$ cat config.mk
export PLATFORM = sky130hd
export DESIGN_NAME = sd_clock_divider_select
export DESIGN_NICKNAME = d
export VERILOG_FILES = /design/src/rtl/sdcd_pkg.sv /design/src/rtl/sd_clock_divider_select.sv /design/src/rtl/sdcd_div.sv
export SDC_FILE = /design/constraint.sdc
export NUM_CORES = 1
export LEC_CHECK = 0
export BUFFER_PORTS_ARGS = -buffer_cell sky130_fd_sc_hd__buf_2
export CORE_AREA = 2 2 173 175
export DETAILED_ROUTE_END_ITERATION = 10
export DIE_AREA = 0 0 175 177
export PLACE_DENSITY = 0.85
export SLEW_MARGIN = 20
export SYNTH_ARGS = -nofsm -noshare
export SYNTH_HDL_FRONTEND = slang
export SYNTH_SLANG_ARGS = --single-unit
$ cat constraint.sdc
create_clock -name clk -period 8.2 [get_ports clk]
set_clock_uncertainty 0.05 [all_clocks]
set_input_delay 0.82 -clock clk [delete_from_list [all_inputs] [get_ports clk]]
set_output_delay 0.82 -clock clk [all_outputs]
set_load 0.01 [all_outputs]
$ cat src/rtl/sdcd_pkg.sv
// ----------------------------------------------------------------------------
// sdcd_pkg: shared types and constants for the SD clock divider selector
// Divisor limits, register indexes, divider handshake structs, FSM states.
// ----------------------------------------------------------------------------
package sdcd_pkg;

  localparam int WORD_W            = 32;
  localparam int MAX_EVEN_DIVISOR  = 2046;
  localparam int MAX_POW2_DIVISOR  = 256;
  localparam int EVEN_MODE_VERSION = 2;

  // smallest even value at or above the even limit ends an exhausted search
  localparam int EVEN_CAP = MAX_EVEN_DIVISOR + (MAX_EVEN_DIVISOR % 2);
  localparam int POW2_LOG = $clog2(MAX_POW2_DIVISOR);
  localparam int EVEN_W   = $clog2(EVEN_CAP + 1);
  localparam int DIV_W    = (EVEN_W > POW2_LOG + 1) ? EVEN_W : POW2_LOG + 1;

  localparam int CODE_W   = 10;
  localparam int GAP_W    = 31;
  localparam int VER_W    = 8;
  localparam int CFG_IDX_W = 2;

  localparam logic [CFG_IDX_W-1:0] REG_BASE_CLOCK   = CFG_IDX_W'(0);
  localparam logic [CFG_IDX_W-1:0] REG_SPEC_VERSION = CFG_IDX_W'(1);

  localparam logic [WORD_W-1:0] BASE_CLOCK_RESET   = 32'd250000000;
  localparam logic [VER_W-1:0]  SPEC_VERSION_RESET = 8'd2;

  // two card clocks in ns
  localparam logic [WORD_W-1:0] TWO_TICKS_NS = 32'd2000000000;
  localparam logic [GAP_W-1:0]  GAP_MAX      = 31'h7FFF_FFFF;

  // shared divider request and response
  typedef struct packed {
    logic              start;
    logic [WORD_W-1:0] dividend;
    logic [WORD_W:0]   divisor;
  } div_req_t;

  typedef struct packed {
    logic              done;
    logic [WORD_W-1:0] quotient;
  } div_rsp_t;

  typedef enum logic [2:0] {
    ST_IDLE,
    ST_QUOT,
    ST_ACH,
    ST_GAP,
    ST_DONE
  } state_t;

endpackage

$ cat src/rtl/sd_clock_divider_select.sv
// ----------------------------------------------------------------------------
// sd_clock_divider_select: SD host clock divisor selection
// Picks the card clock divisor for a requested rate, reports the achieved
// clock and the write spacing over two card clocks.
// ----------------------------------------------------------------------------
//
//  channel | direction | handshake          | payload
//  --------+-----------+--------------------+---------------------------------
//  input   | in        | in_valid/in_stall  | target_hz
//  output  | out       | out_valid/out_stall| divider_code, achieved_hz,
//          |           |                    | write_gap_ns, gap_saturated
//  config  | in        | cfg_valid/cfg_ready| cfg_index, cfg_data
//
//  One transaction at a time. The shared divider retires two quotient bits a
//  cycle. Up to three divides per item (threshold, achieved clock, gap); the
//  threshold divide is skipped when even mode takes divisor 1 directly, and
//  the gap divide when the achieved clock is zero. in_stall is high until the
//  result sits in the output register; a stalled result holds the block.
//  Sync reset.
//
// Divisor math: base/div <= target exactly when div > base/(target+1), so
// one divide gives q = base/(target+1) and the divisor is the smallest
// candidate above q, capped where the search would stop.
// ----------------------------------------------------------------------------
module sd_clock_divider_select (
  input  logic                          clk,
  input  logic                          rst,
  // request transactions
  input  logic                          in_valid,
  output logic                          in_stall,
  input  logic [sdcd_pkg::WORD_W-1:0]   target_hz,
  // result transactions
  output logic                          out_valid,
  input  logic                          out_stall,
  output logic [sdcd_pkg::CODE_W-1:0]   divider_code,
  output logic [sdcd_pkg::WORD_W-1:0]   achieved_hz,
  output logic [sdcd_pkg::GAP_W-1:0]    write_gap_ns,
  output logic                          gap_saturated,
  // register writes
  input  logic                          cfg_valid,
  output logic                          cfg_ready,
  input  logic [sdcd_pkg::CFG_IDX_W-1:0] cfg_index,
  input  logic [sdcd_pkg::WORD_W-1:0]   cfg_data
);
  import sdcd_pkg::*;

  // smallest power of two above q, capped at the power-of-two limit
  function automatic logic [DIV_W-1:0] pow2_divisor(input logic [WORD_W-1:0] q);
    logic [DIV_W-1:0] res;
    res = DIV_W'(2 ** POW2_LOG);
    for (int i = POW2_LOG - 1; i >= 0; i--) begin
      if ({1'b0, q} < ((WORD_W+1)'(1) << i)) begin
        res = DIV_W'(2 ** i);
      end
    end
    return res;
  endfunction

  // smallest even number above q, capped at the even limit
  function automatic logic [DIV_W-1:0] even_divisor(input logic [WORD_W-1:0] q);
    logic [WORD_W:0]  k;
    logic [DIV_W-1:0] res;
    k = {1'b0, q | WORD_W'(1)} + (WORD_W+1)'(1);
    if (k >= (WORD_W+1)'(MAX_EVEN_DIVISOR)) begin
      res = DIV_W'(EVEN_CAP);
    end else begin
      res = k[DIV_W-1:0];
    end
    return res;
  endfunction

  // configuration registers
  logic [WORD_W-1:0] base_clock_hz;
  logic [VER_W-1:0]  spec_version;

  // work registers
  state_t            state, state_next;
  logic [DIV_W-1:0]  divisor;
  logic [WORD_W-1:0] achieved;
  logic [GAP_W-1:0]  gap;
  logic              sat;

  div_req_t          div_req;
  div_rsp_t          div_rsp;

  logic              in_accept;
  logic              even_mode;
  logic              direct;      // even mode, base at or below request: divisor 1
  logic [DIV_W-1:0]  divisor_pick;
  logic              out_free;

  assign cfg_ready = 1'b1;
  assign in_stall  = (state != ST_IDLE);
  assign in_accept = in_valid && !in_stall;
  assign even_mode = (spec_version >= VER_W'(EVEN_MODE_VERSION));
  assign direct    = even_mode && (base_clock_hz <= target_hz);
  assign out_free  = !out_valid || !out_stall;
  assign divisor_pick = even_mode ? even_divisor(div_rsp.quotient)
                                  : pow2_divisor(div_rsp.quotient);

  always_ff @(posedge clk) begin
    if (rst) begin
      base_clock_hz <= BASE_CLOCK_RESET;
      spec_version  <= SPEC_VERSION_RESET;
    end else if (cfg_valid && cfg_ready) begin
      unique case (cfg_index)
        REG_BASE_CLOCK:   base_clock_hz <= cfg_data;
        REG_SPEC_VERSION: spec_version  <= cfg_data[VER_W-1:0];
        default: ;
      endcase
    end
  end

  sdcd_div u_div (
    .clk (clk),
    .rst (rst),
    .req (div_req),
    .rsp (div_rsp)
  );

  // next state
  always_comb begin
    state_next = state;
    unique case (state)
      ST_IDLE: begin
        if (in_accept) begin
          state_next = direct ? ST_ACH : ST_QUOT;
        end
      end
      ST_QUOT: begin
        if (div_rsp.done) begin
          state_next = ST_ACH;
        end
      end
      ST_ACH: begin
        if (div_rsp.done) begin
          state_next = (div_rsp.quotient == '0) ? ST_DONE : ST_GAP;
        end
      end
      ST_GAP: begin
        if (div_rsp.done) begin
          state_next = ST_DONE;
        end
      end
      ST_DONE: begin
        if (out_free) begin
          state_next = ST_IDLE;
        end
      end
      default: state_next = ST_IDLE;
    endcase
  end

  // divider requests
  always_comb begin
    div_req.start    = 1'b0;
    div_req.dividend = base_clock_hz;
    div_req.divisor  = (WORD_W+1)'(1);
    unique case (state)
      ST_IDLE: begin
        div_req.start   = in_accept;
        div_req.divisor = direct ? (WORD_W+1)'(1)
                                 : {1'b0, target_hz} + (WORD_W+1)'(1);
      end
      ST_QUOT: begin
        div_req.start   = div_rsp.done;
        div_req.divisor = (WORD_W+1)'(divisor_pick);
      end
      ST_ACH: begin
        div_req.start    = div_rsp.done && (div_rsp.quotient != '0);
        div_req.dividend = TWO_TICKS_NS;
        div_req.divisor  = {1'b0, div_rsp.quotient};
      end
      ST_GAP, ST_DONE: ;
      default: ;
    endcase
  end

  always_ff @(posedge clk) begin
    if (rst) begin
      state <= ST_IDLE;
    end else begin
      state <= state_next;
    end
  end

  always_ff @(posedge clk) begin
    if (state == ST_IDLE && in_accept) begin
      divisor <= DIV_W'(1);
    end
    if (state == ST_QUOT && div_rsp.done) begin
      divisor <= divisor_pick;
    end
    if (state == ST_ACH && div_rsp.done) begin
      achieved <= div_rsp.quotient;
      gap      <= GAP_MAX;
      sat      <= (div_rsp.quotient == '0);
    end
    if (state == ST_GAP && div_rsp.done) begin
      // 2e9 / achieved is below 2^31, so no saturation here
      gap <= div_rsp.quotient[GAP_W-1:0] + GAP_W'(1);
    end
  end

  // output register
  always_ff @(posedge clk) begin
    if (rst) begin
      out_valid <= 1'b0;
    end else if (state == ST_DONE && out_free) begin
      out_valid <= 1'b1;
    end else if (!out_stall) begin
      out_valid <= 1'b0;
    end
  end

  always_ff @(posedge clk) begin
    if (state == ST_DONE && out_free) begin
      divider_code  <= divisor[CODE_W:1];
      achieved_hz   <= achieved;
      write_gap_ns  <= gap;
      gap_saturated <= sat;
    end
  end

endmodule

$ cat src/rtl/sdcd_div.sv
// ----------------------------------------------------------------------------
// sdcd_div: iterative unsigned divider
// Restoring divide, 32-bit dividend by 33-bit divisor, two quotient bits a
// cycle; done is registered with the last step and pulses with the quotient held.
// ----------------------------------------------------------------------------
module sdcd_div (
  input  logic             clk,
  input  logic             rst,
  input  sdcd_pkg::div_req_t req,
  output sdcd_pkg::div_rsp_t rsp
);
  import sdcd_pkg::*;

  localparam int STEPS  = 2;
  localparam int CYCLES = WORD_W / STEPS;
  localparam int CNT_W  = $clog2(CYCLES);

  logic              busy;
  logic              done;
  logic [CNT_W-1:0]  cnt;
  logic [WORD_W-1:0] num;     // dividend bits shift out, quotient bits in
  logic [WORD_W:0]   rem;
  logic [WORD_W:0]   dvs;

  logic [WORD_W-1:0] num_next;
  logic [WORD_W:0]   rem_next;

  always_comb begin
    logic [WORD_W+1:0] trial;
    logic              ge;
    num_next = num;
    rem_next = rem;
    for (int s = 0; s < STEPS; s++) begin
      trial = {rem_next, num_next[WORD_W-1]};
      ge    = (trial >= {1'b0, dvs});
      if (ge) begin
        trial = trial - {1'b0, dvs};
      end
      rem_next = trial[WORD_W:0];
      num_next = {num_next[WORD_W-2:0], ge};
    end
  end

  always_ff @(posedge clk) begin
    if (rst) begin
      busy <= 1'b0;
      done <= 1'b0;
      cnt  <= '0;
    end else begin
      done <= 1'b0;
      if (req.start) begin
        busy <= 1'b1;
        cnt  <= '0;
      end else if (busy) begin
        cnt <= cnt + CNT_W'(1);
        if (cnt == CNT_W'(CYCLES - 1)) begin
          busy <= 1'b0;
          done <= 1'b1;
        end
      end
    end
  end

  always_ff @(posedge clk) begin
    if (req.start) begin
      num <= req.dividend;
      rem <= '0;
      dvs <= req.divisor;
    end else if (busy) begin
      num <= num_next;
      rem <= rem_next;
    end
  end

  assign rsp.done     = done;
  assign rsp.quotient = num;

endmodule

======== After elaboration in Yosys (flattened, before gate mapping) ========
Index checks and enable logic that the tools add are counted.
W data, S select, Z words.
operators by class
  equal/unequal tests ..................... 12
  multiplexer cells ....................... 36
  magnitude comparators ................... 13
  reduce and logical (&&, ||, !) cells .... 25
  bitwise logic cells ..................... 1
  add/sub/neg operators ................... 6
operator list
  operator                 count
  $mux W11                 10
  $mux W33                 3
  $pmux W33 S3             1
  $mux W32                 3
  $ge A34 B33 Y1           2
  $add A32 B1 Y33 const B  2
  $sub A33 B33 Y33         2
  $mux W31                 2
  $ge A33 B11 Y1 const B   1
  $le A32 B32 Y1           1
  $logic_not A32 Y1        1
  $lt A32 B1 Y1 const B    1
  $lt A32 B2 Y1 const B    1
  $lt A32 B3 Y1 const B    1
  $lt A32 B4 Y1 const B    1
  $lt A32 B5 Y1 const B    1
  $lt A32 B6 Y1 const B    1
  $lt A32 B7 Y1 const B    1
  $lt A32 B8 Y1 const B    1
  $reduce_bool A32 Y1      1
  $add A31 B1 Y31 const B  1
  $mux W3                  6
  $mux W9                  2
  $pmux W3 S5              1
  other kinds (24)         46
word-level totals
  output and inout bits ................... 77
  flip-flop bits (word level) ............. 297
  logic and storage cells ................. 111
  bits of input ports ..................... 71

======== Longest topological paths before layout ========
  depth after elaboration ................. 11
  depth in mapped cells ................... 28
  depth with buffers taken out ............ 23

======== Modules after synthesis ========
A second synthesis with hierarchy kept.
second synthesis, totals
  cells, all modules ...................... 1847
  area total of the unflattened synthesis .. 17930.9 sq um
modules (own cells, without submodules)
  module                   sequential area each (sq um)  instances  area an instance (sq um)  cells an instance
  sd_clock_divider_select  5305.1                        1          9900.7                    978
  sdcd_div                 2732.6                        1          8030.2                    869

======== Worst setup path after synthesis ========
Ideal clock, no wire load.
  path type ............................... reg2reg
  from .................................... reg u_div.num[31]
  to ...................................... reg u_div.rem[0]
  buffers on the path ..................... 5
  required time ........................... 8.080 ns
  library setup time ...................... 0.070 ns
  cell stages (with the launch flop) ...... 28
  setup slack ............................. 2.077 ns
  arrival time ............................ 6.003 ns
  cells stage by stage .................... edfxtp_1 clkbuf_1 inv_1 ha_1 inv_1 fa_1 a211oi_1 o21a_1 o21ai_2 o311ai_1 a31oi_1 or3_1 buf_4 clkbuf_1 clkbuf_1 a21oi_1 ha_1 and3_4 a221o_1 o2bb2ai_2 o221a_4 o31ai_4 a21oi_2 o31a_1 a2111oi_4 buf_6 mux2_1 a21oi_1
between the ends
  word-level cells in the longest chain between the ends .. 4
  elaborated cells between the ends (all ways) .. 8
  classes of those cells .................. add/sub: 1; order compare: 2; mux: 3; reduce/logical: 2
ends and longest elaborated chain
  element                                             line                            source
  start, declared                                     sdcd_div.sv:21                  logic [WORD_W-1:0] num;
  start signal, assigned                              sdcd_div.sv:66                  num <= req.dividend;
  start signal, assigned                              sdcd_div.sv:70                  num <= num_next;
  $sub A33 B33 Y33 or $ge A34 B33 Y1 (tied branches)  sdcd_div.sv:37, sdcd_div.sv:35
  $mux W33                                            sdcd_div.sv:36                  if (ge) begin
  $ge A34 B33 Y1                                      sdcd_div.sv:35                  ge = (trial >= {1'b0, dvs});
  $mux W33                                            sdcd_div.sv:36
  end signal, assigned                                sdcd_div.sv:71                  rem <= rem_next;
  end, declared                                       sdcd_div.sv:22                  logic [WORD_W:0] rem;
Several ways; a longest one is shown, not always the timed one.
A chain may end at the register's enable or synchronous reset.

======== Worst setup path after layout ========
Same ends and word-level chain as after synthesis.

==> summary.md <==
| Metric | Value |
|---|---|
| Sequential share of the synthesized area | `between 40% and 50%` |
| Post-layout instance count excluding filler cells | `2300` |
| Run status | `finished clean` |
| Io pins | `about 150` |
| Most numerous cell on the critical path | `a21oi_1` |
| Slew Viols, Final | `0` |
| Nets | `a little over 2000` |
| Hold Fails Final Rpt | `0` |
| Post-route ant nets | `0` |
| Total track usage | `a little under a third` |
| Pre-CTS setup slack | `between 1 and 1.5 ns` |
| Synth unique cells | `95` |
| Multi-input gate area | `between 8000 and 9000 µm²` |
| Routing usage on met1 | `41.77%` |
| Global-route met3 utilization | `between 4 and 5%` |
| Maximum VDD drop | `between 0.0003 and 0.0004 V` |
| Worst slew margin | `approximately a quarter` |
| Hold WS | `approximately 0.36 ns` |
| CP max FO | `33` |
| Drt first-iter violations | `roughly 1500` |
| I/O Buffers | `146` |
| Clock edge transition at the registers on the reported setup and hold paths | `approximately 0.070 ns` |
| RSZ-0062 raised after global routing | `false` |
| Vias in the first global route | `between 10000 and 15000` |
| Critical path class | `flip-flop to flip-flop` |
| GR Util met2 | `roughly half` |
| Seq cells post-synth | `~300` |
| Worst Setup Slack, final | `approximately 1 ns` |
| Cell Area, Synth | `between 15000 and 20000 µm²` |
| Req. time, crit path | `8.62 ns` |
| Register area | `around 8000 µm²` |
| H-tree depth | `1` |
| Die Wd | `175 µm` |
| Top_reg_cell synth | `edfxtp_1` |
| Total global routing overflow | `0` |
| Cts hold-fix bufs | `0` |
| Period utilization | `approximately nine tenths` |
| Die footprint | `~31000 µm²` |
| GR peak layer | `met2` |
| Max incr delay on CP | `about 0.67 ns` |
| Starting Density | `roughly three fifths` |
| Final setup violation count | `0` |
| Ys Warns | `0` |
| Routability cong. | `0.9740` |
| Maximum Capacitance Violations | `0` |
| Setup TNS | `0 ns` |
| Clock sinks | `roughly 300` |
| Slew @ Worst Pin | `around 1.1 ns` |
| Mapped Cells | `around 1800` |
| Leakage | `7.975 nW` |
| Worst path arrival time | `7.64 ns` |
| Clk buf depth | `3` |
| Largest net degree at the start of global routing | `75` |
| Most frequent cells in the layout | `edfxtp_1, nand2_1, buf_2` |
| Final Critical Period | `between 7 and 8 ns` |
| CTS tree | `yes` |
| Max Fclk | `~0.14 GHz` |
| Synthesized net count | `1970` |
| Total Power | `roughly 0.0077 W` |
| Worst-Skew Late Latency | `roughly 0.60 ns` |
| Inserted Clock Buffers | `30` |
| Hpwl dp | `around 35000 µm` |
| First-pass GRT wire length | `~76000 µm` |
| Crit-path slowest cell | `or3_2` |
| Placed Cells | `2244` |
| Drt via density | `between 6 and 7` |
| Die H | `about 180 µm` |
| DRT Wirelength | `48600 µm` |
| Initial antenna violation count | `0` |
| Average wire per standard cell | `between 20 and 25 µm` |
| Commonest non-fill, non-tap cell in the layout | `edfxtp_1` |
| Post-synth ARST share | `0%` |
| Via count | `approximately 15000` |
| Crit. End Element | `flip-flop` |
| Reg-to-reg slack, setup | `0.98 ns` |
| Core ar. | `29240 µm²` |
| Post-CTS Setup Bufs | `0` |
| Fillers | `2165` |
| DR pass1 iterations | `6` |
| Antenna Cells | `0` |
| Post-synth EDFFs | `roughly 210` |
| CTS root buf | `clkbuf_16` |
| Resize count post-CTS | `0` |
| PwrDens | `around 400 nW/µm²` |
| Num rows | `63` |
| Drc violations | `0` |
| Area grow syn2layout | `11.01%` |
| Layout cells sized above 1 | `13.61%` |
| Syn_area_per_cell | `about 9.8 µm²` |
| CP Launch Type | `flip-flop` |
| Hold WC Path Type | `flip-flop to flip-flop` |
-- worst paths after layout --
path                                    start               to  cells after the start
worst max-delay path            u_div.num[31]     u_div.rem[0]                     25
worst min-delay path             achieved[27]  achieved_hz[27]                      0
worst max register to register  u_div.num[31]     u_div.rem[0]                     25
worst min register to register   achieved[27]  achieved_hz[27]                      0
-- cell families after synthesis --
family | synth area share (%)
XOR/XNOR | 5.988
flip-flops | 45.85
adder cells (fa/ha/maj) | 7.651
other | 0.02139
buffers and inverters | 4.710
multiplexers | 2.591
AND/OR/NAND/NOR | 16.29
AO/OA/AOI/OAI | 16.91
-- layout make-up --
type / instances / share of cell area, %
Multi-Input combinational cell: 1305 / 44.69
Timing Repair Buffer: 158 / 4.282
Tap cell: 390 / 2.507
Clock inverter: 22 / 1.434
Inverter: 96 / 1.851
Sequential cell: 295 / 41.30
Clock buffer: 34 / 3.934
-- metrics by stage --
step / area (µm²) / util [%]
after global placement: 18420 / 62.98
after CTS: 19460 / 66.55
after detailed placement: 18420 / 62.98
after floorplan: 17530 / -
final: 19460 / 66.55
after global routing: 19460 / 66.55
-- routing by layer --
layer | part of all wire (%) | vias up
li1 | - | 6763
met1 | 40 | 6873
met2 | 45 | 905
met3 | 10 | 162
met4 | 4.5 | 0
met5 | 0 | -
-- synthesized netlist by cell type (21+ instances only) --
cell type,instances,area (µm²)
edfxtp_1,213,6396
dfxtp_1,82,1642
nor2_1,113,424.2
clkbuf_1,73,274.0
mux2i_1,33,330.3
nand3_1,50,250.2
a21o_1,42,315.3
a21oi_1,137,685.7
inv_1,95,356.6
xnor2_1,75,656.9
xor2_1,43,376.6
and3_1,23,143.9
a31oi_1,21,131.4
o21ai_0,95,475.5
nand4_1,36,225.2
nor3_1,44,220.2
ha_1,104,1301
nand2_1,210,788.3
-- critical path, delay by kind of cell (launching register included) --
kind,cells,cell delay (ns)
buf+inv,4,0.84
compound gates,13,3.04
simple gates,4,1.23
mux,1,0.34
fa+ha+maj,3,0.98
flops,1,0.55
-- state kept, by name, indices dropped and copies added (netlist names) --
| register | count |
|---|---|
| u_div.done | 1 |
| write_gap_ns | 31 |
| u_div.rem | 33 |
| gap | 31 |
| u_div.num | 32 |
| divisor | 10 |
| out_valid | 1 |
| u_div.dvs | 33 |
| divider_code | 10 |
| base_clock_hz | 32 |
| achieved_hz | 32 |
| u_div.cnt | 4 |
| gap_saturated | 1 |
| achieved | 32 |
| u_div.busy | 1 |
| sat | 1 |
| state | 3 |
| spec_version | 7 |
-- where the power goes --
| group | internal (W) | switching, W |
|---|---|---|
| logic | 0.00175 | 0.00243 |
| clock network | 0.000837 | 0.000606 |
| registers | 0.00178 | 0.000249 |
| total | 0.00437 | 0.00329 |
Power figures use the tool's default switching activity.
